[config.mk]
export PLATFORM = sky130hd
export DESIGN_NAME = button_event_detector_unit
export DESIGN_NICKNAME = d
export VERILOG_FILES = /design/src/rtl/core/bed_pkg.sv /design/src/rtl/core/bed_cmp.sv /design/src/rtl/core/bed_regs.sv /design/src/rtl/core/bed_ctrl.sv /design/src/rtl/core/button_event_detector_unit.sv
export SDC_FILE = /design/constraint.sdc
export NUM_CORES = 2
export LEC_CHECK = 0
export BUFFER_PORTS_ARGS = -buffer_cell sky130_fd_sc_hd__buf_2
export CORE_ASPECT_RATIO = 1.25
export CORE_MARGIN = 2
export CORE_UTILIZATION = 55
export DETAILED_ROUTE_END_ITERATION = 10
export PLACE_DENSITY = 0.71
export SLEW_MARGIN = 20
export SYNTH_ARGS = -nofsm -noshare
export SYNTH_HDL_FRONTEND = slang
export SYNTH_SLANG_ARGS = --single-unit
[constraint.sdc]
create_clock -name clk -period 9.36 [get_ports clk]
set_input_delay 0.936 -clock clk [delete_from_list [all_inputs] [get_ports clk]]
set_output_delay 0.936 -clock clk [all_outputs]
set_load 0.005 [all_outputs]
[src/rtl/core/bed_pkg.sv]
package bed_pkg;

	// Sizes
	localparam int NUM_BUTTONS = 8;
	localparam int MAX_RESULTS = 8;
	localparam int IDX_W       = (NUM_BUTTONS > 1) ? $clog2(NUM_BUTTONS) : 1;
	localparam int CNT_W       = $clog2(MAX_RESULTS + 1);
	localparam int TIME_W      = 32;
	localparam int MS_W        = 16;
	localparam int MASK_W      = 8;
	localparam int MASK_IDX_W  = $clog2(MASK_W);
	localparam int BTN_W       = 3;
	localparam int EV_W        = 3;
	localparam int REG_IDX_W   = 2;

	// Input operation codes
	localparam logic OP_EDGE = 1'b0;
	localparam logic OP_TICK = 1'b1;

	// Event codes
	localparam logic [EV_W-1:0] EV_PRESS   = 3'd0;
	localparam logic [EV_W-1:0] EV_RELEASE = 3'd1;
	localparam logic [EV_W-1:0] EV_CLICK   = 3'd2;
	localparam logic [EV_W-1:0] EV_HOLD    = 3'd3;
	localparam logic [EV_W-1:0] EV_REPEAT  = 3'd4;

	// Configuration register indexes
	localparam logic [REG_IDX_W-1:0] REG_DEBOUNCE = 2'd0;
	localparam logic [REG_IDX_W-1:0] REG_HOLD     = 2'd1;
	localparam logic [REG_IDX_W-1:0] REG_REPEAT   = 2'd2;
	localparam logic [REG_IDX_W-1:0] REG_MASK     = 2'd3;

	// Configuration reset values
	localparam logic [MS_W-1:0]   DEBOUNCE_RST = 16'd10;
	localparam logic [MS_W-1:0]   HOLD_RST     = 16'd800;
	localparam logic [MS_W-1:0]   REPEAT_RST   = 16'd0;
	localparam logic [MASK_W-1:0] MASK_RST     = 8'd0;

	typedef struct packed {
		logic [MS_W-1:0]   bounce_ms;
		logic [MS_W-1:0]   hold_ms;
		logic [MS_W-1:0]   rpt_ms;
		logic [MASK_W-1:0] active_low_mask;
	} cfg_t;

	// Write command into the per-button state
	typedef struct packed {
		logic [IDX_W-1:0]  idx;
		logic              set_pressed;
		logic              clr_pressed;
		logic              wr_edge;
		logic              wr_down;
		logic              set_hold;
		logic              clr_hold;
		logic              wr_rpt;
		logic [TIME_W-1:0] stamp;
	} btn_wr_t;

	// Per-button state of the selected button
	typedef struct packed {
		logic              pressed;
		logic              hold_done;
		logic [TIME_W-1:0] last_edge;
		logic [TIME_W-1:0] down;
		logic [TIME_W-1:0] last_rpt;
	} btn_rd_t;

endpackage

[src/rtl/core/bed_cmp.sv]
module bed_cmp (
	input  logic [bed_pkg::TIME_W-1:0] now,
	input  logic [bed_pkg::TIME_W-1:0] stamp,
	input  logic [bed_pkg::MS_W-1:0]   limit,
	output logic                       ge
);

	logic [bed_pkg::TIME_W-1:0] diff;

	// Elapsed time wraps modulo 2^32
	assign diff = now - stamp;
	assign ge   = diff >= {{(bed_pkg::TIME_W - bed_pkg::MS_W){1'b0}}, limit};

endmodule

[src/rtl/core/bed_regs.sv]
module bed_regs (
	input  logic                      clk,
	input  logic                      arst_n,
	input  bed_pkg::btn_wr_t          wr,
	input  logic [bed_pkg::IDX_W-1:0] rd_idx,
	output bed_pkg::btn_rd_t          rd
);

	logic                       pressed_q   [bed_pkg::NUM_BUTTONS];
	logic                       hold_done_q [bed_pkg::NUM_BUTTONS];
	logic [bed_pkg::TIME_W-1:0] edge_q      [bed_pkg::NUM_BUTTONS];
	logic [bed_pkg::TIME_W-1:0] down_q      [bed_pkg::NUM_BUTTONS];
	logic [bed_pkg::TIME_W-1:0] rpt_q       [bed_pkg::NUM_BUTTONS];

	// State update, one button per cycle
	always_ff @(posedge clk or negedge arst_n) begin
		if (!arst_n) begin
			for (int i = 0; i < bed_pkg::NUM_BUTTONS; i++) begin
				pressed_q[i]   <= 1'b0;
				hold_done_q[i] <= 1'b0;
				edge_q[i]      <= '0;
				down_q[i]      <= '0;
				rpt_q[i]       <= '0;
			end
		end else begin
			if (wr.set_pressed)
				pressed_q[wr.idx] <= 1'b1;
			else if (wr.clr_pressed)
				pressed_q[wr.idx] <= 1'b0;
			if (wr.set_hold)
				hold_done_q[wr.idx] <= 1'b1;
			else if (wr.clr_hold)
				hold_done_q[wr.idx] <= 1'b0;
			if (wr.wr_edge)
				edge_q[wr.idx] <= wr.stamp;
			if (wr.wr_down)
				down_q[wr.idx] <= wr.stamp;
			if (wr.wr_rpt)
				rpt_q[wr.idx] <= wr.stamp;
		end
	end

	// Read port for the button under work
	always_comb begin
		rd.pressed   = pressed_q[rd_idx];
		rd.hold_done = hold_done_q[rd_idx];
		rd.last_edge = edge_q[rd_idx];
		rd.down      = down_q[rd_idx];
		rd.last_rpt  = rpt_q[rd_idx];
	end

endmodule

[src/rtl/core/bed_ctrl.sv]
module bed_ctrl (
	input  logic                       clk,
	input  logic                       arst_n,
	input  bed_pkg::cfg_t              cfg,
	input  logic                       in_valid,
	output logic                       in_stall,
	input  logic                       op,
	input  logic [bed_pkg::BTN_W-1:0]  button,
	input  logic                       level,
	input  logic [bed_pkg::TIME_W-1:0] now_ms,
	output logic [bed_pkg::IDX_W-1:0]  rd_idx,
	input  bed_pkg::btn_rd_t           rd,
	output bed_pkg::btn_wr_t           wr,
	output logic                       out_valid,
	input  logic                       out_stall,
	output logic [bed_pkg::EV_W-1:0]   event_res,
	output logic [bed_pkg::BTN_W-1:0]  which_button,
	output logic                       last
);

	localparam logic [2:0] ST_IDLE     = 3'd0;
	localparam logic [2:0] ST_EDGE_DB  = 3'd1;
	localparam logic [2:0] ST_EDGE_REL = 3'd2;
	localparam logic [2:0] ST_CLICK    = 3'd3;
	localparam logic [2:0] ST_SCAN     = 3'd4;
	localparam logic [2:0] ST_FLUSH    = 3'd5;

	localparam logic [bed_pkg::IDX_W-1:0] LAST_IDX = bed_pkg::IDX_W'(bed_pkg::NUM_BUTTONS - 1);
	localparam logic [bed_pkg::CNT_W-1:0] CNT_MAX  = bed_pkg::CNT_W'(bed_pkg::MAX_RESULTS);

	logic [2:0]                  state_q, state_d;
	logic [bed_pkg::IDX_W-1:0]   idx_q, idx_d;
	logic [bed_pkg::CNT_W-1:0]   cnt_q;
	logic                        level_q;
	logic [bed_pkg::TIME_W-1:0]  now_q;

	logic                        pend_valid_q;
	logic [bed_pkg::EV_W-1:0]    pend_ev_q;
	logic [bed_pkg::BTN_W-1:0]   pend_btn_q;
	logic                        out_valid_q;
	logic [bed_pkg::EV_W-1:0]    out_ev_q;
	logic [bed_pkg::BTN_W-1:0]   out_btn_q;
	logic                        out_last_q;

	logic [bed_pkg::TIME_W-1:0]  cmp_stamp;
	logic [bed_pkg::MS_W-1:0]    cmp_limit;
	logic                        cmp_ge;
	logic                        accept;
	logic                        act_low;
	logic                        logical;
	logic                        emit;
	logic [bed_pkg::EV_W-1:0]    emit_ev;
	logic                        flush;
	logic                        out_free;
	logic                        go;
	logic                        load;
	bed_pkg::btn_wr_t            wr_d;

	assign in_stall = (state_q != ST_IDLE);
	assign accept   = in_valid && !in_stall;
	assign rd_idx   = idx_q;

	// Shared elapsed-time compare, operands picked by the sequencer
	always_comb begin
		case (state_q)
			ST_EDGE_DB: begin
				cmp_stamp = rd.last_edge;
				cmp_limit = cfg.bounce_ms;
			end
			ST_SCAN: begin
				cmp_stamp = rd.hold_done ? rd.last_rpt : rd.down;
				cmp_limit = rd.hold_done ? cfg.rpt_ms : cfg.hold_ms;
			end
			default: begin
				cmp_stamp = rd.down;
				cmp_limit = cfg.hold_ms;
			end
		endcase
	end

	bed_cmp u_cmp (
		.now   (now_q),
		.stamp (cmp_stamp),
		.limit (cmp_limit),
		.ge    (cmp_ge)
	);

	// Pin polarity of the selected button
	always_comb begin
		if (32'(idx_q) < 32'(bed_pkg::MASK_W))
			act_low = cfg.active_low_mask[bed_pkg::MASK_IDX_W'(idx_q)];
		else
			act_low = 1'b0;
		logical = act_low ? !level_q : level_q;
	end

	// Sequencer
	always_comb begin
		state_d     = state_q;
		idx_d       = idx_q;
		emit        = 1'b0;
		emit_ev     = bed_pkg::EV_PRESS;
		flush       = 1'b0;
		wr_d        = '0;
		wr_d.idx    = idx_q;
		wr_d.stamp  = now_q;
		case (state_q)
			ST_IDLE: begin
				if (accept) begin
					if (op == bed_pkg::OP_TICK) begin
						state_d = ST_SCAN;
						idx_d   = '0;
					end else if (32'(button) < 32'(bed_pkg::NUM_BUTTONS)) begin
						state_d = ST_EDGE_DB;
						idx_d   = bed_pkg::IDX_W'(button);
					end
				end
			end
			ST_EDGE_DB: begin
				state_d = ST_FLUSH;
				if (cmp_ge) begin
					wr_d.wr_edge = 1'b1;
					if (logical) begin
						wr_d.set_pressed = 1'b1;
						wr_d.wr_down     = 1'b1;
						wr_d.clr_hold    = 1'b1;
						wr_d.wr_rpt      = 1'b1;
						emit             = 1'b1;
						emit_ev          = bed_pkg::EV_PRESS;
					end else if (rd.pressed) begin
						wr_d.clr_pressed = 1'b1;
						state_d          = ST_EDGE_REL;
					end
				end
			end
			ST_EDGE_REL: begin
				emit    = 1'b1;
				emit_ev = bed_pkg::EV_RELEASE;
				state_d = cmp_ge ? ST_FLUSH : ST_CLICK;
			end
			ST_CLICK: begin
				emit    = 1'b1;
				emit_ev = bed_pkg::EV_CLICK;
				state_d = ST_FLUSH;
			end
			ST_SCAN: begin
				if (cnt_q == CNT_MAX) begin
					state_d = ST_FLUSH;
				end else begin
					if (rd.pressed && cmp_ge) begin
						if (!rd.hold_done) begin
							wr_d.set_hold = 1'b1;
							wr_d.wr_rpt   = 1'b1;
							emit          = 1'b1;
							emit_ev       = bed_pkg::EV_HOLD;
						end else if (cfg.rpt_ms != '0) begin
							wr_d.wr_rpt = 1'b1;
							emit        = 1'b1;
							emit_ev     = bed_pkg::EV_REPEAT;
						end
					end
					if (idx_q == LAST_IDX)
						state_d = ST_FLUSH;
					else
						idx_d = idx_q + 1'b1;
				end
			end
			ST_FLUSH: begin
				flush   = pend_valid_q;
				state_d = ST_IDLE;
			end
			default: state_d = ST_IDLE;
		endcase
	end

	// A step that pushes into the output register waits until it is free
	assign out_free = !out_valid_q || !out_stall;
	assign go       = !((emit && pend_valid_q) || flush) || out_free;
	assign load     = go && ((emit && pend_valid_q) || flush);
	assign wr       = go ? wr_d : '0;

	// Control state
	always_ff @(posedge clk or negedge arst_n) begin
		if (!arst_n) begin
			state_q      <= ST_IDLE;
			idx_q        <= '0;
			cnt_q        <= '0;
			pend_valid_q <= 1'b0;
			out_valid_q  <= 1'b0;
		end else begin
			if (go) begin
				state_q <= state_d;
				idx_q   <= idx_d;
				if (accept)
					cnt_q <= '0;
				else if (emit)
					cnt_q <= cnt_q + 1'b1;
				if (emit)
					pend_valid_q <= 1'b1;
				else if (flush)
					pend_valid_q <= 1'b0;
			end
			if (load)
				out_valid_q <= 1'b1;
			else if (!out_stall)
				out_valid_q <= 1'b0;
		end
	end

	// Transaction capture, held result and output register
	always_ff @(posedge clk) begin
		if (accept) begin
			level_q <= level;
			now_q   <= now_ms;
		end
		if (go && emit) begin
			pend_ev_q  <= emit_ev;
			pend_btn_q <= bed_pkg::BTN_W'(idx_q);
		end
		if (load) begin
			out_ev_q   <= pend_ev_q;
			out_btn_q  <= pend_btn_q;
			out_last_q <= flush;
		end
	end

	assign out_valid    = out_valid_q;
	assign event_res    = out_ev_q;
	assign which_button = out_btn_q;
	assign last         = out_last_q;

endmodule

[src/rtl/core/button_event_detector_unit.sv]
// Button debounce and click / hold / repeat event detector.
// Input channel (in_valid / in_stall): one transaction is either a pin edge
// (op = edge, with button and raw level) or a tick that scans all buttons,
// each stamped with now_ms. Output channel (out_valid / out_stall): up to
// MAX_RESULTS events per transaction, the final event of an input carries
// last = 1; an input with no event gives nothing.
// Timing: the sequencer owns the shared 32-bit elapsed-time compare, one
// compare per cycle. An edge runs debounce, for a release then the release
// and (inside hold time) click steps, then a drain; a tick scans one button
// per cycle, then drains. in_stall is high meanwhile, so a new item waits
// until the last is done. An event is held pending until the next is found
// or the item ends, so the last flag is known. A receiver stall halts these
// steps at the next one that must push an event; the output register holds.
// Reset clears all per-button state and loads the register defaults
// (debounce 10 ms, hold 800 ms, repeat off, all buttons active high).
// Configuration writes (cfg_we, cfg_index, cfg_data) take effect at once and
// are expected only while the block is idle.
module button_event_detector_unit (
	input  logic                          clk,
	input  logic                          arst_n,
	input  logic                          cfg_we,
	input  logic [bed_pkg::REG_IDX_W-1:0] cfg_index,
	input  logic [bed_pkg::MS_W-1:0]      cfg_data,
	input  logic                          in_valid,
	output logic                          in_stall,
	input  logic                          op,
	input  logic [bed_pkg::BTN_W-1:0]     button,
	input  logic                          level,
	input  logic [bed_pkg::TIME_W-1:0]    now_ms,
	output logic                          out_valid,
	input  logic                          out_stall,
	output logic [bed_pkg::EV_W-1:0]      event_res,
	output logic [bed_pkg::BTN_W-1:0]     which_button,
	output logic                          last
);

	bed_pkg::cfg_t                 cfg_q;
	bed_pkg::btn_wr_t              wr;
	bed_pkg::btn_rd_t              rd;
	logic [bed_pkg::IDX_W-1:0]     rd_idx;

	// Configuration registers
	always_ff @(posedge clk or negedge arst_n) begin
		if (!arst_n) begin
			cfg_q.bounce_ms       <= bed_pkg::DEBOUNCE_RST;
			cfg_q.hold_ms         <= bed_pkg::HOLD_RST;
			cfg_q.rpt_ms          <= bed_pkg::REPEAT_RST;
			cfg_q.active_low_mask <= bed_pkg::MASK_RST;
		end else if (cfg_we) begin
			case (cfg_index)
				bed_pkg::REG_DEBOUNCE: cfg_q.bounce_ms <= cfg_data;
				bed_pkg::REG_HOLD:     cfg_q.hold_ms   <= cfg_data;
				bed_pkg::REG_REPEAT:   cfg_q.rpt_ms    <= cfg_data;
				bed_pkg::REG_MASK:
					cfg_q.active_low_mask <= cfg_data[bed_pkg::MASK_W-1:0];
				default: ;
			endcase
		end
	end

	bed_regs u_regs (
		.clk    (clk),
		.arst_n (arst_n),
		.wr     (wr),
		.rd_idx (rd_idx),
		.rd     (rd)
	);

	bed_ctrl u_ctrl (
		.clk          (clk),
		.arst_n       (arst_n),
		.cfg          (cfg_q),
		.in_valid     (in_valid),
		.in_stall     (in_stall),
		.op           (op),
		.button       (button),
		.level        (level),
		.now_ms       (now_ms),
		.rd_idx       (rd_idx),
		.rd           (rd),
		.wr           (wr),
		.out_valid    (out_valid),
		.out_stall    (out_stall),
		.event_res    (event_res),
		.which_button (which_button),
		.last         (last)
	);

`ifndef SYNTH
	// A tick always occupies the sequencer for its scan
	a_tick_busy: assert property (@(posedge clk) disable iff (!arst_n)
		in_valid && !in_stall && op == bed_pkg::OP_TICK |=> in_stall)
		else $error("tick accepted without starting a scan");

	// Events are only pushed while an item is in work
	a_rise_busy: assert property (@(posedge clk) disable iff (!arst_n)
		$rose(out_valid) |-> $past(in_stall))
		else $error("event produced while idle");

	// Press and click always end the result list of their edge
	a_edge_last: assert property (@(posedge clk) disable iff (!arst_n)
		out_valid && (event_res == bed_pkg::EV_PRESS || event_res == bed_pkg::EV_CLICK)
		|-> last)
		else $error("press or click not flagged as last");
`endif

endmodule
== Word level (Yosys, flattened, before mapping) ==
Index checks and enable logic that the tools add are counted.

* Register bits after elaboration: 898
* Input port bits: 60
* Output and inout port bits: 9
* Logic and storage cells: 197

* $add $sub $neg: 3
* Magnitude comparators: 5
* Equality and inequality tests: 15
* Mux-type cells: 79
* Bitwise operators: 7
* Reductions and logical operators: 32

{| class="wikitable"
|+ Operators with widths
! cell !! number
|-
| $bwmux W256 || 3
|-
| $bmux W32 S3 || 3
|-
| $mux W32 || 8
|-
| $demux W32 S3 || 1
|-
| $pmux W32 S2 || 1
|-
| $mux W3 || 16
|-
| $mux W42 || 1
|-
| $ge A32 B16 Y1 || 1
|-
| $mux W8 || 4
|-
| $pmux W16 S2 || 1
|-
| $sub A32 B32 Y32 || 1
|-
| $mux W1 || 25
|-
| $and A8 B8 Y8 || 2
|-
| $mux W16 || 1
|-
| $mux W4 || 4
|-
| $or A8 B8 Y8 || 2
|-
| $reduce_bool A16 Y1 || 1
|-
| $pmux W3 S5 || 1
|-
| $reduce_and A2 Y1 || 6
|-
| $reduce_bool A2 Y1 || 5
|-
| $bmux W1 S3 || 3
|-
| $eq A3 B3 Y1 const B || 3
|-
| $pmux W3 S3 || 1
|-
| $ge A4 B4 Y1 const B || 2
|-
| other kinds (28) || 45
|}

== Depth between registers and ports, before layout ==
* Depth in word-level cells: 26
* Gate-level depth with buffers: 31
* Depth with buffers taken out: 25

== Modules after synthesis ==
Synthesis repeated with hierarchy kept, for this count alone.

* Cell total of the unflattened synthesis: 3,004
* Area, all modules: 43,915.9 um^2

{| class="wikitable"
|+ By module, submodules not included
! module !! instances !! cells an instance !! area an instance (um^2) !! seq. area each (um^2)
|-
| bed_regs || 1 || 2,130 || 35,703.0 || 19,618.8
|-
| bed_ctrl || 1 || 382 || 3,485.8 || 1,681.6
|-
| bed_cmp || 1 || 373 || 2,612.5 || 0.0
|-
| button_event_detector_unit || 1 || 119 || 2,114.5 || 1,407.6
|}

== Worst setup path before layout ==
No wires, ideal clock.

* Path kind: reg2reg
* From: register u_ctrl.idx_q (netlist bit u_ctrl.rd_idx[0])
* To: register u_regs.down_q[132] (netlist bit)
* Setup time: 0.125 ns
* Arrival time: 7.078 ns
* Data required time: 9.235 ns
* Slack: 2.157 ns
* Cell stages (with the launch flop): 30
* Clock period less this slack: 7.203 ns
* Path through: dfrtp_1 -> buf_4 -> buf_1 -> clkbuf_1 -> buf_1 -> mux4_2 -> mux2i_1 -> o22ai_1 -> a21oi_1 -> ha_1 -> and2_1 -> a221o_1 -> o21bai_1 -> nand2_1 -> a21o_1 -> a21oi_1 -> xnor2_1 -> ha_1 -> a21o_1 -> a21oi_1 -> nor2b_1 -> o21ai_0 -> nand4_1 -> a2111oi_0 -> nand4_1 -> o31ai_4 -> buf_8 -> nor3_4 -> buf_6 -> mux2_4

* Longest elaborated chain between the ends: 23
* Elaborated cells on any way between the ends: 46

{| class="wikitable"
|+ Ends and longest elaborated chain
! element !! line !! RTL
|-
| from (decl) || bed_ctrl.sv:32 || <nowiki>logic [bed_pkg::IDX_W-1:0] idx_q, idx_d;</nowiki>
|-
| from (signal assigned) || bed_ctrl.sv:193 || <nowiki>idx_q <= idx_d;</nowiki>
|-
| $not A3 Y4 (implied by the code) || - ||
|-
| $bmux W32 S3, or another cell as far along || bed_regs.sv:48 || <nowiki>rd.down = down_q[rd_idx];</nowiki>
|-
| $mux W32 (implied by the code), or another cell as far along (2 in series) || bed_regs.sv:48 ||
|-
| $mux W32 || bed_ctrl.sv:71 || <nowiki>cmp_stamp = rd.hold_done ? rd.last_rpt : rd.down;</nowiki>
|-
| $pmux W32 S2 || bed_ctrl.sv:65 || <nowiki>case (state_q)</nowiki>
|-
| $sub A32 B32 Y32 || bed_cmp.sv:11 || <nowiki>assign diff = now - stamp;</nowiki>
|-
| $ge A32 B16 Y1 || bed_cmp.sv:12 || <nowiki>assign ge = diff >= {{(bed_pkg::TIME_W - bed_pkg::MS_W){1'b0}}, limit};</nowiki>
|-
| $logic_and A1 B1 Y1 || bed_ctrl.sv:150 || <nowiki>if (rd.pressed && cmp_ge) begin</nowiki>
|-
| [... 6 more ...] || - ||
|-
| $logic_or A1 B1 Y1 || bed_ctrl.sv:178 || <nowiki>assign go = !((emit && pend_valid_q) || flush) || out_free;</nowiki>
|-
| $mux W42 * || bed_ctrl.sv:180 || <nowiki>assign wr = go ? wr_d : '0;</nowiki>
|-
| $not A3 Y4 (implied by the code) || bed_regs.sv:37 || <nowiki>down_q[wr.idx] <= wr.stamp;</nowiki>
|-
| $ge A4 B4 Y1 (implied by the code) or $lt A4 B1 Y1 (tied branches) || bed_regs.sv:37 ||
|-
| $logic_and A1 B1 Y1 (implied by the code) || bed_regs.sv:37 ||
|-
| $mux W32 (implied by the code) || bed_regs.sv:37 ||
|-
| $demux W32 S3 || bed_regs.sv:37 ||
|-
| $bwmux W256 || bed_regs.sv:37 ||
|-
| to (signal, indexed assignment) || bed_regs.sv:37 ||
|-
| to (decl) || bed_regs.sv:12 || <nowiki>logic [bed_pkg::TIME_W-1:0] down_q [bed_pkg::NUM_BUTTONS];</nowiki>
|}

Mark *: on every way between the ends. The rest lies on a longest branch, timed or not. The select of a mux whose other input is x is not followed.
A chain may end at the register's enable or synchronous reset.

== Worst setup path after layout ==
* From: register u_ctrl.idx_q (netlist bit u_ctrl.rd_idx[2])
* To: register u_regs.down_q[41] (netlist bit)

Same word-level chain as after synthesis.

==> metrics.yaml <==
pwr:
  power_uw: 19400
  power_density_nw_per_um2: 398
  p_leak_uw: 0.0213
  vdd_drop_max_uv: 198
clock_tree:
  clk_pin_slew_ps: 60
  clkSinkCount: 898
  htree_levels: 3
  cts_hold_buf: 0
  clk-insertion-delay-late_ps: 670
  post_cts_buffers: 0
  clock_path_buffers: 3
  cts_tree: "built"
  post_cts_resize_count: 0
  cts_root_buffer: "clkbuf_16"
  numCtsBuffers: 89
yosys:
  ys_types: 78
  synth_nets: 3246
  synth_top_area_share_pct: 48.1
  yosysTopAreaCell: "dfrtp_1"
  syn_area_um2: 44100
  synth-edff-count: 46
  synth_area_leaders: "dfrtp_1 48%, mux2_2 13%, mux4_2 10%"
  synth_area_per_cell_um2: 14.1
  synthCells: 3132
  yosys.cell_count.top_type: "dfrtp_1"
  synth-seq-cells: 898
  synth_warnings: 0
  synth_seq_area_share_pct: 51.5
  async_flop_share_pct: 94.9
  synth_ff_type: "dfrtp_1"
  synthTopCellsByCount: "847 x dfrtp_1, 511 x mux2_2, 220 x mux2i_1"
layout:
  drive_gt1_share_pct: 36.7
  area_delta_synth_final_pct: 10.4
  layout.nets: 3246
  n_antenna_cell: 0
  ff_latch_area_um2: 22700
  final_util_pct: 61.1
  fin_area_um2: 48700
  multi_input_area_um2: 19500
  fillers: 5954
worst_setup_path:
  worstPathArrival_ps: 8610
  crit_path_start: "u_ctrl.rd_idx[2]"
  crit_fanout: 29
  critical_path_class: "reg2reg"
  end_kind: "flip-flop"
  reg2reg_depth: 26
  r2r_start: "u_ctrl.rd_idx[2]"
  critPathLaunchType: "flip-flop"
  required_ps: 9850
placed_design:
  port_buffers: 68
  gp_congestion: 0.979
  hpwl_mm: 74.0
  dpl_cell_area_um2: 45600
global_route:
  grt_pass1_wl_mm: 183
  grt_pass1_vias: 29500
  grt_max_degree: 194
  grt_overflow: 0
  grt_usage_pct: 29.2
  grt_antenna_before_repair: 0
sta:
  finClkSkew_ps: 39.3
  timing.fmax_mhz: 123
  slew_viol_final: 0
  finalCriticalPeriod_ps: 8130
  worst_slew_pin_slew_ps: 1210
  hold_viol: 0
  fin_setup_tns_ps: 0
  rsz0062_at_grt: "no"
  setup_viol: 0
  fin_crit_sh_pct: 86.8
  relSlewSlack_pct: 19.1
worst_hold_path:
  hold_class: "in2async"
floorplan:
  core_area_um2: 79700
  dieArea_um2: 82400
  die_x_um: 257
  die_y_um: 320
  ios: 69
  rows: 116
  start_util_pct: 55.3
routing:
  post_drt_wl_per_cell_um: 27.7
  dr.pass1.iters: 5
  drc: 0
  viasPerCell: 6.38
  vias: 27200
  wl_mm: 118
  drtIter0Drc: 2076
  ant_nets: 0
status:
  run_status: "finished, final reports clean"
job:
  maxCapViolations: 0
## layout by cell type, fill, tap and decap left out, types with 49 or more instances in the layout
cell type	n
dfrtp_1	845
mux2_2	511
mux2i_1	220
mux4_2	196
inv_1	178
mux2_4	109
a21oi_1	93
clkbuf_16	93
o21ai_0	92
buf_4	78
nand2_1	67
buf_2	67
o31ai_1	54
ha_1	53
mux2_1	49
## path summary, 6_finish.rpt
check	to	slack [ps]
worst min register to register	u_ctrl.event_res[0]	430
max in group asynchronous	u_regs.edge_q[48]	6760
worst max register to register	u_regs.down_q[41]	1230
worst max-delay path	u_regs.down_q[41]	1230
min in group clk	u_ctrl.event_res[0]	430
worst min-delay path	cfg_q[49]	280
## routing by layer
layer  GRT usage [%]  vias up  wire length, µm  part of all wire [%]
li1                -    11500                -                     -
met1            39.1    14600            49300                    42
met4            11.8        0             4660                   3.9
met5               0        -                0                     0
met3            4.80      267             5960                   5.0
met2            47.8      842            58200                    49
## final cells by class
type                       count  area share [%]
timing repair buffer         165            2.78
inverter                     180            1.40
tap                         1062            2.73
multi-input combinational   1798            40.1
clock buffer                 125            5.24
clock inverter                40            1.07
sequential                   898            46.7
## per-stage QoR
step	hold WS, ps	setup slack (ps)	cells
floorplan	400	2160	3132
global placement	402	1580	4098
detailed placement	413	1510	4102
CTS	281	1480	4267
global route	320	904	4268
finish	283	1230	4268
## kinds of logic after synthesis
logic type | after synthesis | synth area share (%)
flip-flops | 898 | 51.5
AO/OA/AOI/OAI | 404 | 5.90
buffers and inverters | 436 | 4.44
AND/OR/NAND/NOR | 237 | 3.13
multiplexers | 1085 | 33.0
adder cells (fa/ha/maj) | 54 | 1.55
XOR/XNOR | 18 | 0.375
## sequential cells by signal, indices dropped and copies added (netlist names), named ones only
name / flops
u_ctrl.pend_ev_q: 3
u_ctrl.level_q: 1
cfg_q: 56
u_ctrl.which_button: 3
u_ctrl.event_res: 3
u_regs.edge_q: 256
u_ctrl.last: 1
u_ctrl.cnt_q: 4
u_ctrl.now_q: 32
u_ctrl.pend_valid_q: 1
u_regs.down_q: 256
u_ctrl.out_valid: 1
u_ctrl.rd_idx: 3
u_ctrl.pend_btn_q: 3
u_regs.rpt_q: 256
u_ctrl.state_q: 3
## worst max-delay path, cell delays in order (launching register included)
cell and delay (ps):
dfrtp_1 890, mux2i_1 190, a22o_1 310, or3_2 690, o22ai_1 250, a21oi_1 60
ha_1 360, and2_1 200, a221o_1 420, o21bai_1 280, nand2_1 130, a21o_1 210
a21oi_1 170, xnor2_1 160, ha_1 270, and4_1 190, nand2_1 90, o22ai_1 90
a21oi_1 160, nand4_1 100, a2111oi_0 480, nand4_1 400, o31ai_4 670, buf_4 420
nor3_4 120, buf_4 400, mux2i_1 210
## power breakdown
part | internal (µW) | switching (µW)
Combinational | 4230 | 4870
Clock | 2190 | 1600
Sequential | 5500 | 977
No activity file was read; power rests on OpenSTA's default activity.
